[src/sv/lkvc_pkg.sv]
package lkvc_pkg;

  // Field and bus widths
  localparam int unsigned KeyW  = 32;
  localparam int unsigned ValW  = 32;
  localparam int unsigned CapW  = 5;
  localparam int unsigned DataW = 32;
  localparam int unsigned AddrW = 3;

  // Command codes
  localparam logic CmdGet = 1'b0;
  localparam logic CmdPut = 1'b1;

  // Register index of the capacity register (paddr bit 2)
  localparam logic CapacityIdx = 1'b0;

  // Capacity after reset
  localparam logic [CapW-1:0] CapReset = 5'd16;

  // Value returned by a get that misses
  localparam logic [ValW-1:0] MissValue = 32'hFFFF_FFFF;

  // Controller states, one-hot
  typedef enum logic [6:0] {
    StIdle   = 7'b000_0001,
    StScan   = 7'b000_0010,
    StDrain  = 7'b000_0100,
    StDecide = 7'b000_1000,
    StUpdate = 7'b001_0000,
    StUDrain = 7'b010_0000,
    StFinish = 7'b100_0000
  } state_e;

endpackage

[src/sv/lkvc_ram.sv]
module lkvc_ram #(
  parameter int unsigned Width = 8,
  parameter int unsigned Depth = 16
) (
  input  logic                                     clk_i,
  input  logic                                     we_i,
  input  logic [(Depth > 1 ? $clog2(Depth) : 1)-1:0] waddr_i,
  input  logic [Width-1:0]                         wdata_i,
  input  logic                                     re_i,
  input  logic [(Depth > 1 ? $clog2(Depth) : 1)-1:0] raddr_i,
  output logic [Width-1:0]                         rdata_o
);

  logic [Width-1:0] mem_q [Depth];
  logic [Width-1:0] rdata_q;

  // Write port
  always_ff @(posedge clk_i) begin
    if (we_i) begin
      mem_q[waddr_i] <= wdata_i;
    end
  end

  // Registered read port
  always_ff @(posedge clk_i) begin
    if (re_i) begin
      rdata_q <= mem_q[raddr_i];
    end
  end

  assign rdata_o = rdata_q;

endmodule

[src/sv/lru_key_value_cache.sv]
// Fully associative key/value cache with least-recently-used replacement. One get or put
// transaction is taken at a time; each returns one result (hit flag and read value, -1 on a
// get miss, 0 on a put). Key, value and recency rank of every entry live in one single-port-
// read RAM, so an operation scans all ENTRIES words, decides, then sweeps the RAM again with
// a read-modify-write of the ranks; a get that misses skips the second sweep and finishes.
// A new transaction is taken while the previous result still waits in the output register.
// Capacity (register 0) is clamped to 1..ENTRIES; lowering it below the current fill evicts
// nothing until a put of a new key replaces the least recent entry.
module lru_key_value_cache #(
  parameter int unsigned ENTRIES = 16
) (
  input  logic                          clk_i,
  input  logic                          rst_ni,
  // input channel
  input  logic                          in_valid_i,
  output logic                          in_stall_o,
  input  logic                          command_i,
  input  logic signed [31:0]            key_i,
  input  logic signed [31:0]            value_i,
  // output channel
  output logic                          out_valid_o,
  input  logic                          out_stall_i,
  output logic                          hit_o,
  output logic signed [31:0]            read_value_o,
  // configuration port
  input  logic                          psel,
  input  logic                          penable,
  input  logic                          pwrite,
  input  logic [lkvc_pkg::AddrW-1:0]    paddr,
  input  logic [lkvc_pkg::DataW-1:0]    pwdata,
  output logic [lkvc_pkg::DataW-1:0]    prdata,
  output logic                          pready
);

  localparam int unsigned IW = (ENTRIES > 1) ? $clog2(ENTRIES) : 1;
  localparam int unsigned CW = $clog2(ENTRIES + 1);
  localparam int unsigned RW = IW;
  localparam int unsigned EW = (CW > lkvc_pkg::CapW) ? CW : lkvc_pkg::CapW;
  localparam int unsigned KW = lkvc_pkg::KeyW;
  localparam int unsigned VW = lkvc_pkg::ValW;
  localparam int unsigned WW = RW + VW + KW;

  lkvc_pkg::state_e state_q, state_d;

  logic [IW-1:0]           cnt_q;
  logic                    pv_q;
  logic [IW-1:0]           pidx_q;
  logic [ENTRIES-1:0]      valid_q;
  logic [CW-1:0]           occ_q;
  logic [lkvc_pkg::CapW-1:0] cap_q;

  logic                    cmd_q;
  logic [KW-1:0]           key_q;
  logic [VW-1:0]           val_q;

  logic                    found_q, worst_q, free_q;
  logic [IW-1:0]           fidx_q, widx_q, freeidx_q;
  logic [RW-1:0]           frank_q, wrank_q;
  logic [VW-1:0]           fval_q;

  logic [IW-1:0]           tgt_q, tgt_d;
  logic [RW-1:0]           thr_q;
  logic                    all_q;
  logic [WW-1:0]           newword_q;
  logic                    res_hit_q;
  logic [VW-1:0]           res_val_q;

  logic                    out_valid_q, out_hit_q;
  logic [VW-1:0]           out_val_q;

  logic                    ram_we, ram_re;
  logic [WW-1:0]           ram_wdata, ram_rdata;
  logic [KW-1:0]           rd_key;
  logic [VW-1:0]           rd_val;
  logic [RW-1:0]           rd_rank;
  logic                    rd_valid;
  logic                    scan_eval, upd_eval;
  logic                    last_cnt, in_acc, cfg_wr, can_load, evict;
  logic [EW-1:0]           cap_ext, eff_cap;

  assign rd_key  = ram_rdata[KW-1:0];
  assign rd_val  = ram_rdata[KW+VW-1:KW];
  assign rd_rank = ram_rdata[WW-1:KW+VW];
  assign rd_valid = valid_q[pidx_q];

  assign scan_eval = pv_q && ((state_q == lkvc_pkg::StScan) || (state_q == lkvc_pkg::StDrain));
  assign upd_eval  = pv_q && ((state_q == lkvc_pkg::StUpdate) || (state_q == lkvc_pkg::StUDrain));
  assign last_cnt  = (cnt_q == IW'(ENTRIES - 1));
  assign in_stall_o = (state_q != lkvc_pkg::StIdle);
  assign in_acc    = in_valid_i && !in_stall_o;
  assign can_load  = !out_valid_q || !out_stall_i;

  // Clamp capacity to 1..ENTRIES and compare with the fill
  assign cap_ext = EW'(cap_q);
  assign eff_cap = (cap_q == '0) ? EW'(1) :
                   ((cap_ext > EW'(ENTRIES)) ? EW'(ENTRIES) : cap_ext);
  assign evict   = (EW'(occ_q) >= eff_cap);
  assign tgt_d   = found_q ? fidx_q : (evict ? widx_q : freeidx_q);

  // Configuration port
  assign cfg_wr = psel && penable && pwrite && pready;
  assign pready = 1'b1;
  assign prdata = (paddr[2] == lkvc_pkg::CapacityIdx) ?
                  {{(lkvc_pkg::DataW - lkvc_pkg::CapW){1'b0}}, cap_q} : '0;

  always_ff @(posedge clk_i or negedge rst_ni) begin
    if (!rst_ni) begin
      cap_q <= lkvc_pkg::CapReset;
    end else if (cfg_wr && (paddr[2] == lkvc_pkg::CapacityIdx)) begin
      cap_q <= pwdata[lkvc_pkg::CapW-1:0];
    end
  end

  // Sequencer
  always_comb begin
    state_d = state_q;
    case (state_q)
      lkvc_pkg::StIdle:   if (in_acc) state_d = lkvc_pkg::StScan;
      lkvc_pkg::StScan:   if (last_cnt) state_d = lkvc_pkg::StDrain;
      lkvc_pkg::StDrain:  state_d = lkvc_pkg::StDecide;
      lkvc_pkg::StDecide: begin
        if (!found_q && (cmd_q == lkvc_pkg::CmdGet)) begin
          state_d = lkvc_pkg::StFinish;
        end else begin
          state_d = lkvc_pkg::StUpdate;
        end
      end
      lkvc_pkg::StUpdate: if (last_cnt) state_d = lkvc_pkg::StUDrain;
      lkvc_pkg::StUDrain: state_d = lkvc_pkg::StFinish;
      lkvc_pkg::StFinish: if (can_load) state_d = lkvc_pkg::StIdle;
      default:            state_d = lkvc_pkg::StIdle;
    endcase
  end

  // RAM sweep: read one word a cycle, data arrives with pidx_q
  assign ram_re = (state_q == lkvc_pkg::StScan) || (state_q == lkvc_pkg::StUpdate);

  always_ff @(posedge clk_i or negedge rst_ni) begin
    if (!rst_ni) begin
      state_q <= lkvc_pkg::StIdle;
      cnt_q   <= '0;
      pv_q    <= 1'b0;
    end else begin
      state_q <= state_d;
      pv_q    <= ram_re;
      if (ram_re && !last_cnt) begin
        cnt_q <= cnt_q + 1'b1;
      end else begin
        cnt_q <= '0;
      end
    end
  end

  always_ff @(posedge clk_i) begin
    pidx_q <= cnt_q;
  end

  // Capture the transaction
  always_ff @(posedge clk_i) begin
    if (in_acc) begin
      cmd_q <= command_i;
      key_q <= key_i;
      val_q <= value_i;
    end
  end

  // Scan: first matching key, least recent valid entry, first free slot
  always_ff @(posedge clk_i or negedge rst_ni) begin
    if (!rst_ni) begin
      found_q <= 1'b0;
      worst_q <= 1'b0;
      free_q  <= 1'b0;
    end else if (in_acc) begin
      found_q <= 1'b0;
      worst_q <= 1'b0;
      free_q  <= 1'b0;
    end else if (scan_eval) begin
      if (rd_valid && (rd_key == key_q) && !found_q) begin
        found_q <= 1'b1;
      end
      if (rd_valid && (!worst_q || (rd_rank > wrank_q))) begin
        worst_q <= 1'b1;
      end
      if (!rd_valid && !free_q) begin
        free_q <= 1'b1;
      end
    end
  end

  always_ff @(posedge clk_i) begin
    if (scan_eval) begin
      if (rd_valid && (rd_key == key_q) && !found_q) begin
        fidx_q  <= pidx_q;
        frank_q <= rd_rank;
        fval_q  <= rd_val;
      end
      if (rd_valid && (!worst_q || (rd_rank > wrank_q))) begin
        widx_q  <= pidx_q;
        wrank_q <= rd_rank;
      end
      if (!rd_valid && !free_q) begin
        freeidx_q <= pidx_q;
      end
    end
  end

  // Decide: target entry, aging rule, new word and result
  always_ff @(posedge clk_i) begin
    if (state_q == lkvc_pkg::StDecide) begin
      tgt_q     <= tgt_d;
      thr_q     <= frank_q;
      all_q     <= !found_q;
      res_hit_q <= found_q;
      newword_q <= {RW'(0), (cmd_q == lkvc_pkg::CmdPut) ? val_q : fval_q, key_q};
      if (cmd_q == lkvc_pkg::CmdPut) begin
        res_val_q <= '0;
      end else if (found_q) begin
        res_val_q <= fval_q;
      end else begin
        res_val_q <= lkvc_pkg::MissValue;
      end
    end
  end

  // Insert of a new key: mark the slot valid, grow the fill unless evicting
  always_ff @(posedge clk_i or negedge rst_ni) begin
    if (!rst_ni) begin
      valid_q <= '0;
      occ_q   <= '0;
    end else if ((state_q == lkvc_pkg::StDecide) && !found_q &&
                 (cmd_q == lkvc_pkg::CmdPut)) begin
      valid_q[tgt_d] <= 1'b1;
      if (!evict) begin
        occ_q <= occ_q + 1'b1;
      end
    end
  end

  // Update sweep: write the target, age the entries more recent than it (every valid entry for a new key)
  always_comb begin
    ram_we    = 1'b0;
    ram_wdata = {RW'(rd_rank + 1'b1), rd_val, rd_key};
    if (upd_eval) begin
      if (pidx_q == tgt_q) begin
        ram_we    = 1'b1;
        ram_wdata = newword_q;
      end else if (rd_valid && (all_q || (rd_rank < thr_q))) begin
        ram_we    = 1'b1;
      end
    end
  end

  lkvc_ram #(
    .Width (WW),
    .Depth (ENTRIES)
  ) u_store (
    .clk_i   (clk_i),
    .we_i    (ram_we),
    .waddr_i (pidx_q),
    .wdata_i (ram_wdata),
    .re_i    (ram_re),
    .raddr_i (cnt_q),
    .rdata_o (ram_rdata)
  );

  // Output register
  always_ff @(posedge clk_i or negedge rst_ni) begin
    if (!rst_ni) begin
      out_valid_q <= 1'b0;
    end else if ((state_q == lkvc_pkg::StFinish) && can_load) begin
      out_valid_q <= 1'b1;
    end else if (!out_stall_i) begin
      out_valid_q <= 1'b0;
    end
  end

  always_ff @(posedge clk_i) begin
    if ((state_q == lkvc_pkg::StFinish) && can_load) begin
      out_hit_q <= res_hit_q;
      out_val_q <= res_val_q;
    end
  end

  assign out_valid_o  = out_valid_q;
  assign hit_o        = out_hit_q;
  assign read_value_o = out_val_q;

`ifndef ASSERT_OFF
  // Fill count tracks the valid bits
  assert property (@(posedge clk_i) disable iff (!rst_ni)
    $countones(valid_q) == int'(occ_q))
    else $error("fill count does not match valid bits");

  // RAM is written only during the update sweep
  assert property (@(posedge clk_i) disable iff (!rst_ni)
    ram_we |-> ((state_q == lkvc_pkg::StUpdate) || (state_q == lkvc_pkg::StUDrain)))
    else $error("RAM write outside update sweep");

  // A result appears only out of the finish state
  assert property (@(posedge clk_i) disable iff (!rst_ni)
    $rose(out_valid_q) |-> ($past(state_q) == lkvc_pkg::StFinish))
    else $error("result without finished transaction");

  // Fill never exceeds the store size
  assert property (@(posedge clk_i) disable iff (!rst_ni)
    occ_q <= CW'(ENTRIES))
    else $error("fill count above store size");
`endif

endmodule
[config.mk]
export PLATFORM = sky130hd
export DESIGN_NAME = lru_key_value_cache
export DESIGN_NICKNAME = d
export VERILOG_FILES = /design/src/sv/lkvc_pkg.sv /design/src/sv/lkvc_ram.sv /design/src/sv/lru_key_value_cache.sv
export SDC_FILE = /design/constraint.sdc
export NUM_CORES = 1
export LEC_CHECK = 0
export BUFFER_PORTS_ARGS = -buffer_cell sky130_fd_sc_hd__buf_2
export CORE_ASPECT_RATIO = 2
export CORE_UTILIZATION = 60
export CTS_CLUSTER_DIAMETER = 80
export CTS_CLUSTER_SIZE = 10
export DETAILED_ROUTE_END_ITERATION = 10
export PLACE_DENSITY = 0.76
export SLEW_MARGIN = 20
export SYNTH_ARGS = -nofsm -noshare
export SYNTH_HDL_FRONTEND = slang
export SYNTH_SLANG_ARGS = --single-unit
[constraint.sdc]
create_clock -name clk_i -period 15.57 [get_ports clk_i]
set_clock_uncertainty 0.2 [all_clocks]
set_input_delay 2.3355 -clock clk_i [delete_from_list [all_inputs] [get_ports clk_i]]
set_output_delay 2.3355 -clock clk_i [all_outputs]
set_load 0.01 [all_outputs]
# ---- Word-level counts from Yosys, hierarchy flattened
# Memories as Yosys holds them, arrays and structs flattened. A register that Yosys moved wholly into a read port is not among the register bits.
# Cells that the tools add are included.
dict set report word_totals {
  register_bits 302
  mem_bits_rw 1088
  in_bits 107
  output_inout_bits 68
  n_memories 1
}
dict set report op_classes {
  n_addsub 3
  magnitude_cmp 7
  eq_ne 16
  n_mux 36
  n_bitwise 4
  n_reduce_logical 44
}
# name depth width read_ports rd_clocked_by_memory_dff wr line
set memory_table {}
lappend memory_table {u_store.mem_q 16 68 1 1 1 lkvc_ram.sv:14} ;# logic [Width-1:0] mem_q [Depth];
# cell count
set op_table {}
lappend op_table {{$mux W68} 2}
lappend op_table {{$mux W32} 2}
lappend op_table {{$pmux W7 S7} 1}
lappend op_table {{$mux W7} 5}
lappend op_table {{$eq A32 B32 Y1} 1}
lappend op_table {{$mux W1} 18}
lappend op_table {{$logic_and A1 B1 Y1} 17}
lappend op_table {{$or A16 B16 Y16} 1}
lappend op_table {{$mux W5} 3}
lappend op_table {{$reduce_and A2 Y1} 7}
lappend op_table {{$mux W4} 3}
lappend op_table {{$lt A4 B5 Y1 const B} 2}
lappend op_table {{$add A4 B1 Y4 const B} 2}
lappend op_table {{$logic_not A1 Y1} 8}
lappend op_table {{$ne A2 B2 Y1 const B} 4}
lappend op_table {{$reduce_bool A2 Y1} 4}
lappend op_table {{$eq A7 B1 Y1 const B} 1}
lappend op_table {{$eq A7 B2 Y1 const B} 1}
lappend op_table {{$eq A7 B3 Y1 const B} 1}
lappend op_table {{$eq A7 B4 Y1 const B} 1}
lappend op_table {{$eq A7 B5 Y1 const B} 1}
lappend op_table {{$eq A7 B6 Y1 const B} 1}
lappend op_table {{$eq A7 B7 Y1 const B} 1}
lappend op_table {{$ne A7 B1 Y1 const B} 1}
lappend op_table {{other kinds (15)} 22}

# ---- Longest topological paths before layout
# Gate-level depths: netlist of run 1.
dict set report depth {
  word_depth 11
  depth_mapped 12
  ltp_nobuf 10
}

# ---- Hierarchy
# A second synthesis of run 1 with hierarchy kept.
dict set report unflattened {
  cells_unflattened 2568
  hier_area_um2 55184.2
}
# mod n_inst cells_each area_each_um2 seq_area_each_um2
set by_module_without_submodules {}
lappend by_module_without_submodules {lkvc_ram 1 1750 42663.4 34713.3}
lappend by_module_without_submodules {lru_key_value_cache 1 818 12520.8 8821.0}

# ---- Least setup slack after synthesis of run 1
# OpenSTA, ideal clock, no wires.
dict set report synth_timing {
  path_type {register -> register}
  startpoint {register state_q[1]}
  endpoint {memory u_store.mem_q[10][0] (netlist name), enable pin}
  setup_time_ns 0.516
  arrival_time_ns 5.116
  path_slack_ns 9.738
  path_stages_with_launch 7
  path_buffers 2
  path_cell_list {dfrtp_1 or4_1 buf_2 nor3_2 clkbuf_1 nand3_1 a21oi_1}
}
dict set report synth_between {
  elab_chain_cells 6
  word_cells_on_any_way 7
  classes_between {2 x eq/ne; 3 x mux; 2 x reduce/logical}
}
# item line
set synth_rtl {}
lappend synth_rtl {{start, declared} lru_key_value_cache.sv:43} ;# lkvc_pkg::state_e state_q, state_d;
lappend synth_rtl {{start signal, assigned} lru_key_value_cache.sv:140} ;# state_q <= lkvc_pkg::StIdle;
lappend synth_rtl {{start signal, assigned} lru_key_value_cache.sv:144} ;# state_q <= state_d;
lappend synth_rtl {{$eq A7 B5 Y1 or $eq A7 B6 Y1 (tied branches)} lru_key_value_cache.sv:87} ;# assign upd_eval = pv_q && ((state_q == lkvc_pkg::StUpdate) || (state_q == lkvc_pkg::StUDrain));
lappend synth_rtl {{$logic_or A1 B1 Y1 *} lru_key_value_cache.sv:87}
lappend synth_rtl {{$logic_and A1 B1 Y1 *} lru_key_value_cache.sv:87}
lappend synth_rtl {{$mux W1 *} lru_key_value_cache.sv:243} ;# if (upd_eval) begin
lappend synth_rtl {{$mux W1 *} lkvc_ram.sv:19} ;# if (we_i) begin
lappend synth_rtl {{$mux W1 (not written as such) *} lkvc_ram.sv:20} ;# mem_q[waddr_i] <= wdata_i;
lappend synth_rtl {{end, declared} lkvc_ram.sv:14}
# Mark *: on every way between the ends. The rest lies on a longest branch, timed or not.

# ---- Worst setup path after layout of run 1
dict set report layout_timing {
  startpoint {input port paddr[2] (netlist name)}
  endpoint {output port prdata[1] (netlist name)}
}
dict set report layout_between {
  elab_chain_cells 1
}
# item line
set layout_rtl {}
lappend layout_rtl {{start, declared} lru_key_value_cache.sv:29} ;# input logic [lkvc_pkg::AddrW-1:0] paddr,
lappend layout_rtl {{$mux W5} lru_key_value_cache.sv:103} ;# assign prdata = (paddr[2] == lkvc_pkg::CapacityIdx) ?
lappend layout_rtl {{end, declared} lru_key_value_cache.sv:31} ;# output logic [lkvc_pkg::DataW-1:0] prdata,
# Every way passes these cells.

==> reports/results.ini, run 1 <==
[sta]
slew_viol_final = 0
fin_setup_tns_ps = 0
fin_crit_sh_pct = 33.8
max_freq_ghz = 0.190
slew-limit-headroom_pct = 25.8
hold_viol_final = 0
rsz0062_at_grt = false
setup_violations = 0
layout_min_cycle_time_ps = 5270
whs_ps = 218
worst_slew_pin_slew_ps = 1110

[synth]
synth_top_family_by_area = multiplexers
synthXorXnorAreaFrac_pct = 0.729
yosys.area_share.simple_pct = 1.42
synth_edf_count = 1412
ys_ff_latch = 1458
synthTopCellsByArea = edfxtp_1 (77%), mux4_2 (14%), dfrtp_1 (1.8%)
ys_types = 58
async_reset_ff_share_pct = 2.88
synth-compound-area-share_pct = 1.50
syn-instance-count = 2438
synth_flop_cell = edfxtp_1
syn_avg_cell_area_sq_um = 22.7
syn_area_sq_um = 55300
synthAdderAreaFrac_pct = 0.340
ys_warn_count = 0
synth_top_area_share_pct = 76.7
muxShareOfSynthArea_pct = 15.5
yosysTopAreaCell = edfxtp_1
ys_seq_area_share_pct = 78.8

[critical_path]
critPathCaptureType = output pin
critPathMaxFanout = 6
endpoint = prdata[1]
worstPathArrival_ps = 2730
reg2reg_to = u_store.rdata_o[28]$_DFFE_PP_
r2r-start = cnt_q[1]$_DFF_PN0_
r2r_slack_ps = 10660
start_kind = input pin
crit_type = input pin to output pin
required_ps = 13030
reg2reg_depth = 5
crit_start = paddr[2]

[clock_tree]
postCtsSetupBuffers = 0
post_cts_resized = 0
numCtsBuffers = 163
postCtsHoldBufs = 0
clk_path_buf_depth = 3
cts_tree = done
clock_latency_ps = 750
cts_sinks = 1458
cts-htree-levels = 4
path_clk_slew_ps = 50
cts_root_buf = clkbuf_16

[global_routing]
grt_pass1_vias = 27200
grt_pass1_wl_microns = 180000
antenna_found_initial = 1
grt_overflow = 0
grt_max_degree = 106
grt_usage_pct = 27.1

[die]
core_sq_um = 91300
dieWidth_microns = 217
rows = 157
die-area_sq_um = 93400
die_y_microns = 431
start_util_pct = 60.5
io-pin-count = 175

[route]
antenna_left = 0
via_per_inst = 6.64
drt-pass1-iter-count = 5
wire_per_inst_microns = 31.4
initialDrtViolationCount = 3211
drc_errors = 0
vias = 25800
routed_wl_microns = 122000

[finish]
final_cell_mix = edfxtp_1 (1,412), mux4_2 (344), clkbuf_16 (168)
area_delta_synth_final_pct = 11.9
postLayoutCellArea_sq_um = 61800
layout.cells.most_common = edfxtp_1
nNetsFinal = 2782
fin_util_pct = 67.7
layout-drive-gt1-share_pct = 29.2
nFillCells = 5468

[run]
max-cap-violations = 0

[place]
numPortBuffers = 117
hpwl_microns = 58900
place.gp.congestion = 0.813
placed_area_sq_um = 57400

[pwr]
leakage_nw = 19.3
power_mw = 8.94
vdd.ir_drop.worst_mv = 0.0909
p_per_area_nw_per_um2 = 145

[worst_hold_path]
holdCritStartpoint = res_val_q[20]$_SDFFCE_PP0P_
hold_path_class = flip-flop to flip-flop

[status]
status = completed

## critical path: stages
cell and delay [ps]:
buf_2 130, nor2b_1 120, buf_2 150
## flip-flops by register name, summed over array words and instances, names as in the netlist, 4 cells and up
register / flops
u_store.mem_q: 1088
u_store.rdata_o: 68
newword_q: 64
fval_q: 32
key_q: 32
read_value_o: 32
res_val_q: 32
val_q: 32
valid_q: 16
state_q: 7
cap_ext: 5
occ_q: 5
cnt_q: 4
fidx_q: 4
frank_q: 4
freeidx_q: 4
pidx_q: 4
tgt_q: 4
thr_q: 4
widx_q: 4
wrank_q: 4
## synth_stat cells, types with 7 or more instances
master	instances
buf_1	13
nor2b_1	9
nor2_1	27
buf_4	31
o21ai_0	42
nand3_1	17
a31o_2	7
nor3_1	9
mux4_2	344
nand4_1	17
ha_1	15
o31ai_1	12
inv_1	63
dfrtp_1	40
clkbuf_1	62
buf_2	34
mux2_2	54
mux2_1	16
edfxtp_1	1412
a21oi_1	55
nand2_1	48
xnor2_1	41
## cells by family after synthesis
group / count (synthesis)
and+or+nand+nor: 153
other: 2
AOI/OAI and AO/OA: 140
xor gates and xnor gates: 46
buffers and inverters: 205
DFF: 1458
adders and majority gates: 15
muxes: 419
## power by group
group / switching, mW / leakage, nW / total [mW] / internal [mW]
clock network: 1.41 / 2.16 / 3.33 / 1.92
logic: 0.527 / 3.86 / 0.938 / 0.410
registers: 0.0970 / 13.3 / 4.68 / 4.58
## worst min path at each step
stage	cells past startpoint	slack, ps	to
CTS	0	220	read_value_o[11]$_DFFE_PP_
detailed placement	0	200	read_value_o[11]$_DFFE_PP_
finish	0	220	read_value_o[20]$_DFFE_PP_
global placement	0	200	read_value_o[18]$_DFFE_PP_
global route	0	220	read_value_o[24]$_DFFE_PP_
floorplan	0	150	pidx_q[2]$_DFF_P_
## metal layers
| metal | wire, microns | vias to the layer above | part of all wire [%] | global-route usage [%] |
|---|---|---|---|---|
| li1 | - | 10400 | - | - |
| met2 | 65400 | 1433 | 54 | 47.4 |
| met4 | 3870 | 0 | 3.2 | 9.17 |
| met1 | 44300 | 13700 | 36 | 35.1 |
| met3 | 8550 | 271 | 7.0 | 3.77 |
| met5 | 0 | - | 0 | 0 |
## through the flow
stage                     setup slack (ps)  instances
after global placement               10320       3686
after detailed placement             10290       3686
after global routing                 10270       3888
after CTS                            10290       3887
final                                10300       3889
after floorplan                       9740       2464
## final cells by class
type	instances	area [sq um]	share of cell area [%]
clock buffer	190	4290	6.93
multi-input combinational	801	11100	18.0
timing repair buffer	171	1030	1.67
sequential	1458	43500	70.4
inverter	65	248	0.401
antenna	1	2.50	0.00405
clock inverter	11	121	0.196
tap	1192	1490	2.41
Note: power is estimated with default switching activity, not from simulation.
==> run 2, diff against run 1 <==
==> constraint.sdc (replaced) <==
create_clock -name clk_i -period 5 [get_ports clk_i]
set_clock_uncertainty 0.2 [all_clocks]
set_input_delay 0.75 -clock clk_i [delete_from_list [all_inputs] [get_ports clk_i]]
set_output_delay 0.75 -clock clk_i [all_outputs]
set_load 0.01 [all_outputs]
==> run 2 against run 1 <==
Via count rose by 2.5%. Die area did not move. Sequential cell count did not move. Non-clock buffer count rose by 79. Total power rose to 3.1 times the previous value. Critical endpoint is now u_store.mem_q[2][7]$_DFFE_PP_. Largest cell class unchanged. Highest routed layer is now met5.
==> reports/results.ini, run 2 (synthesis gave the netlist of run 1 again) <==
[place]
hpwl_microns = 60900  ; +3.4%
pre_cts_ws_ps = 799  ; -9490 ps
numPortBuffers = 117  ; unchanged
dpl.cell_count = 3698  ; +0.33%
place.gp.congestion = 0.788  ; -3.1%

[sta]
rsz0062_at_grt = false
setup_violations = 0  ; unchanged
worst_slew_pin_slew_ps = 1150  ; +35.6 ps
slew-limit-headroom_pct = 23.1  ; -2.7 points
max_freq_ghz = 0.240
hold_viol_final = 0  ; unchanged
fin_crit_sh_pct = 83.5
fin_setup_tns_ps = 0  ; unchanged
whs_ps = 20.3  ; -197 ps
slew_viol_final = 0  ; unchanged
worst_slack_ps = 825  ; -9470 ps
layout_min_cycle_time_ps = 4170

[route]
drt-pass1-iter-count = 7  ; +2
wire_per_inst_microns = 32.5  ; +3.5%
antenna_left = 0  ; unchanged
vias = 26500  ; +2.5%
drc_errors = 0  ; unchanged
via_per_inst = 6.68  ; +0.59%
initialDrtViolationCount = 2929  ; -8.8%
routed_wl_microns = 129000  ; +5.5%

[finish]
largest_reg_flops = 1088  ; unchanged
largest_register = u_store.mem_q
nNetsFinal = 2861  ; +2.8%
final_cell_mix = edfxtp_1 (1,412), mux4_2 (344), clkbuf_16 (169)
seqCellArea_sq_um = 43500  ; unchanged
multi_input_area_sq_um = 11100  ; unchanged
fin_cells = 3964  ; +1.9%
layout.cells.most_common = edfxtp_1
antenna_cells = 0  ; -1
area_delta_synth_final_pct = 14.0
nFillCells = 5271  ; -3.6%
layout-drive-gt1-share_pct = 28.8  ; -0.37 points

[clock_tree]
cts-htree-levels = 4  ; unchanged
cts_tree = done
clock_latency_ps = 770  ; +20 ps
clk_path_buf_depth = 3  ; unchanged
postCtsSetupBuffers = 0  ; unchanged
postCtsHoldBufs = 66  ; +66
numCtsBuffers = 163  ; unchanged
cts_sinks = 1458  ; unchanged
cts_root_buf = clkbuf_16
post_cts_resized = 0  ; unchanged
path_clk_slew_ps = 50  ; about the same

[global_routing]
grt_pass1_wl_microns = 187000  ; +4.0%
grt_usage_pct = 28.4  ; +1.4 points
grt_max_degree = 85  ; -20%
antenna_found_initial = 1  ; unchanged
grt_pass1_vias = 28100  ; +3.5%
grt_overflow = 0  ; unchanged

[worst_hold_path]
hold_path_class = input pin to flip-flop

[die]
die-area_sq_um = 93400  ; unchanged
die_y_microns = 431  ; unchanged
dieWidth_microns = 217  ; unchanged
core_sq_um = 91300  ; unchanged
io-pin-count = 175  ; unchanged
rows = 157  ; unchanged
start_util_pct = 60.5  ; unchanged

[critical_path]
required_ps = 5210  ; -7820 ps
start_kind = flip-flop
critPathMaxFanout = 18  ; +12
critPathCaptureType = flip-flop
crit_type = flip-flop to flip-flop
worstPathArrival_ps = 4380  ; +1650 ps

[pwr]
power_mw = 28.1  ; +210%
leakage_nw = 19.8  ; +2.3%
vdd.ir_drop.worst_mv = 0.446  ; +390%
p_per_area_nw_per_um2 = 447  ; +210%

[status]
status = completed

[run]
max-cap-violations = 0  ; unchanged

[run 2: power by group]
part / internal [mW] / total [mW] / switching, mW
Combinational: 1.39 / 3.13 / 1.74
Sequential: 14.3 / 14.5 / 0.292
Clock: 6.00 / 10.5 / 4.46
Total: 21.6 / 28.1 / 6.49
[run 2: path summary, 6_finish.rpt]
check / slack (ps) / from / cells past startpoint / end
setup / recovery: 830 / pidx_q[2]$_DFF_P_ / 7 / u_store.mem_q[2][7]$_DFFE_PP_
hold reg to reg: 220 / res_val_q[7]$_SDFFCE_PP0P_ / 0 / read_value_o[7]$_DFFE_PP_
max in group asynchronous: 3380 / rst_ni / 2 / cnt_q[0]$_DFF_PN0_
min in group asynchronous: 500 / rst_ni / 2 / valid_q[5]$_DFFE_PN0P_
setup reg to reg: 830 / pidx_q[2]$_DFF_P_ / 7 / u_store.mem_q[2][7]$_DFFE_PP_
hold / removal: 20 / key_i[27] / 1 / key_q[27]$_DFFE_PP_
[run 2: metal layers]
metal	routed length, microns	GRT usage (%)	vias up	share of wire (%)
li1	-	-	10600	-
met1	44300	34.3	13900	34
met2	69800	50.5	1644	54
met3	9540	4.98	349	7.4
met4	5110	11.9	2	4.0
met5	12	0	-	0.0093
[run 2: final cells by class]
cell class                      count  share of cell area, %
Timing Repair Buffer              250                   3.44
Tap cell                         1192                   2.37
Clock inverter                      9                  0.205
Inverter                           65                  0.393
Multi-Input combinational cell    801                   17.6
Clock buffer                      189                   6.83
Sequential cell                  1458                   69.1
[run 2: through the flow]
stage	util [%]	instance area [sq um]
floorplan	-	55400
global placement	63.3	57800
detailed placement	63.3	57800
CTS	68.9	62900
global route	69.0	63000
finish	69.0	63000
[run 2: worst max-delay path, stage by stage (launching register included)]
cell     delay [ps]
dfxtp_1         810
mux4_2          360
mux2i_1         130
mux2i_1         550
o31ai_4         310
buf_4           330
a21oi_4         640
buf_4           470
==> run 3, diff against run 2 <==
--- a/config.mk
+++ b/config.mk
@@ -7,11 +7,11 @@
 export LEC_CHECK = 0
 export BUFFER_PORTS_ARGS = -buffer_cell sky130_fd_sc_hd__buf_2
 export CORE_ASPECT_RATIO = 2
-export CORE_UTILIZATION = 60
+export CORE_UTILIZATION = 56
 export CTS_CLUSTER_DIAMETER = 80
 export CTS_CLUSTER_SIZE = 10
 export DETAILED_ROUTE_END_ITERATION = 10
-export PLACE_DENSITY = 0.76
+export PLACE_DENSITY = 0.75
 export SLEW_MARGIN = 20
 export SYNTH_ARGS = -nofsm -noshare
 export SYNTH_HDL_FRONTEND = slang
==> constraint.sdc (replaced) <==
create_clock -name clk_i -period 3.66 [get_ports clk_i]
set_clock_uncertainty 0.2 [all_clocks]
set_input_delay 0.549 -clock clk_i [delete_from_list [all_inputs] [get_ports clk_i]]
set_output_delay 0.549 -clock clk_i [all_outputs]
set_load 0.01 [all_outputs]
==> run 3 against run 2 <==
Core utilization down 3.4 points. Non-clock buffer count up 67. Clock-buffer cell count rose by 1.
==> reports/results.ini, run 3 (synthesis gave the netlist of run 1 again) <==
[route]
via_per_inst = 6.40  ; -4.2%
drt-pass1-iter-count = 8  ; +1
initialDrtViolationCount = 2910  ; -0.65%
vias = 26600  ; +0.35%
drc_errors = 0  ; unchanged
antenna_left = 0  ; unchanged
wire_per_inst_microns = 30.8  ; -5.2%
routed_wl_microns = 128000  ; -0.65%

[die]
dieWidth_microns = 224  ; +3.5%
io-pin-count = 175  ; unchanged
die_y_microns = 446  ; +3.5%
core_sq_um = 97700  ; +7.0%
start_util_pct = 56.6  ; -3.9 points
rows = 162  ; +3.2%
die-area_sq_um = 100000  ; +7.1%

[global_routing]
grt_overflow = 0  ; unchanged
grt_pass1_wl_microns = 188000  ; +0.75%
grt_max_degree = 85  ; unchanged
grt_usage_pct = 26.5  ; -2.0 points
antenna_found_initial = 2  ; +1
grt_pass1_vias = 28600  ; +1.7%

[sta]
fin_crit_sh_pct = 89.3  ; +5.9 points
slew-limit-headroom_pct = 28.2  ; +5.1 points
fin_setup_tns_ps = 0  ; unchanged
max_freq_ghz = 0.306  ; +28%
layout_min_cycle_time_ps = 3270  ; -905 ps
worst_slew_pin_slew_ps = 1070  ; -74.4 ps
rsz0062_at_grt = false
worst_slack_ps = 390  ; -435 ps
setup_violations = 0  ; unchanged
slew_viol_final = 0  ; unchanged
hold_viol_final = 0  ; unchanged

[finish]
layout.cells.most_common = edfxtp_1
area_delta_synth_final_pct = 15.9
seqCellArea_sq_um = 43600  ; about the same
nFillCells = 6120  ; +16%
final_cell_mix = edfxtp_1 (1,412), mux4_2 (344), clkbuf_16 (169)
largest_register = u_store.mem_q
largest_reg_flops = 1088  ; unchanged
layout-drive-gt1-share_pct = 30.2  ; +1.5 points
multi_input_area_sq_um = 11100  ; unchanged
nNetsFinal = 2928  ; +2.3%
fin_util_pct = 65.6  ; -3.4 points

[clock_tree]
cts_root_buf = clkbuf_16
clock_latency_ps = 770  ; about the same
path_clk_slew_ps = 60  ; about the same
postCtsSetupBuffers = 0  ; unchanged
cts_tree = done
numCtsBuffers = 163  ; unchanged
cts-htree-levels = 4  ; unchanged
clk_path_buf_depth = 3  ; unchanged
cts_sinks = 1458  ; unchanged
post_cts_resized = 0  ; unchanged

[critical_path]
crit_type = flip-flop to flip-flop
worstPathArrival_ps = 3560  ; -820 ps
start_kind = flip-flop
required_ps = 3950  ; -1260 ps
critPathMaxFanout = 26  ; +8
critPathCaptureType = flip-flop

[run]
max-cap-violations = 0  ; unchanged

[place]
place.gp.congestion = 0.868  ; +10%
pre_cts_ws_ps = 419  ; -379 ps
hpwl_microns = 69900  ; +15%
numPortBuffers = 117  ; unchanged

[worst_hold_path]
hold_path_class = input pin to flip-flop

[pwr]
leakage_nw = 20.2  ; +2.2%
p_per_area_nw_per_um2 = 601  ; +35%
vdd.ir_drop.worst_mv = 0.466  ; +4.5%

[status]
status = completed

==> run 3: metrics by stage <==
| step | hold WS, ps | std cells | power [mW] | area [sq um] |
|---|---|---|---|---|
| floorplan | 53.4 | 2464 | 23.1 | 55400 |
| global placement | 202 | 3880 | 24.3 | 58900 |
| detailed placement | 205 | 3880 | 24.4 | 58900 |
| CTS | 88.4 | 4152 | 38.7 | 64100 |
| global route | 137 | 4153 | 39.6 | 64100 |
| finish | 134 | 4153 | 38.5 | 64100 |
==> run 3: metal layers <==
layer  vias up  wire, microns  GRT usage, %
met4         0           4750          11.1
met5         -              0             0
met3       290           8950          4.47
met2      1478          69400          47.0
li1      10700              -             -
met1     14100          44900          32.0
==> run 3: report_power, final <==
part	internal [mW]	total [mW]	switching [mW]
sequential	19.5	19.9	0.393
combinational	1.96	4.33	2.38
clock	8.19	14.3	6.09
total	29.6	38.5	8.86
==> run 3: worst max-delay path, cell delays in order (launching register included) <==
cell and delay [ps]:
dfxtp_1 580, mux4_2 560, mux2i_1 330, mux2i_1 240
o31ai_4 310, buf_12 260, a21oi_4 90, buf_12 180
buf_12 200
==> run 3: worst paths after layout <==
path                                             from                              to  slack, ps  cells past startpoint
min in group asynchronous                      rst_ni          state_q[6]$_DFFE_PN0P_        280                      2
hold reg to reg            res_val_q[8]$_SDFFCE_PP0P_       read_value_o[8]$_DFFE_PP_        210                      0
setup / recovery                    pidx_q[2]$_DFF_P_  u_store.mem_q[6][24]$_DFFE_PP_        390                      8
setup reg to reg                    pidx_q[2]$_DFF_P_  u_store.mem_q[6][24]$_DFFE_PP_        390                      8
max in group asynchronous                      rst_ni              cnt_q[0]$_DFF_PN0_       2260                      2
hold / removal                                penable          cap_ext[1]$_DFFE_PN0P_        130                      3
==> run 3: what timing repair did <==
item | CTS | global route
hold buffers | 73 | 0
hold endpoints to repair | 113 | 0
endpoints found under the setup margin | 0 | 0
==> run 3: cell type report <==
type                            instances  share of cell area [%]
Clock buffer                          190                    6.73
Timing Repair Buffer                  317                    4.79
Multi-Input combinational cell        801                    17.3
Sequential cell                      1458                    68.0
Antenna cell                            1                 0.00391
Tap cell                             1312                    2.56
Clock inverter                          9                   0.197
Inverter                               65                   0.387
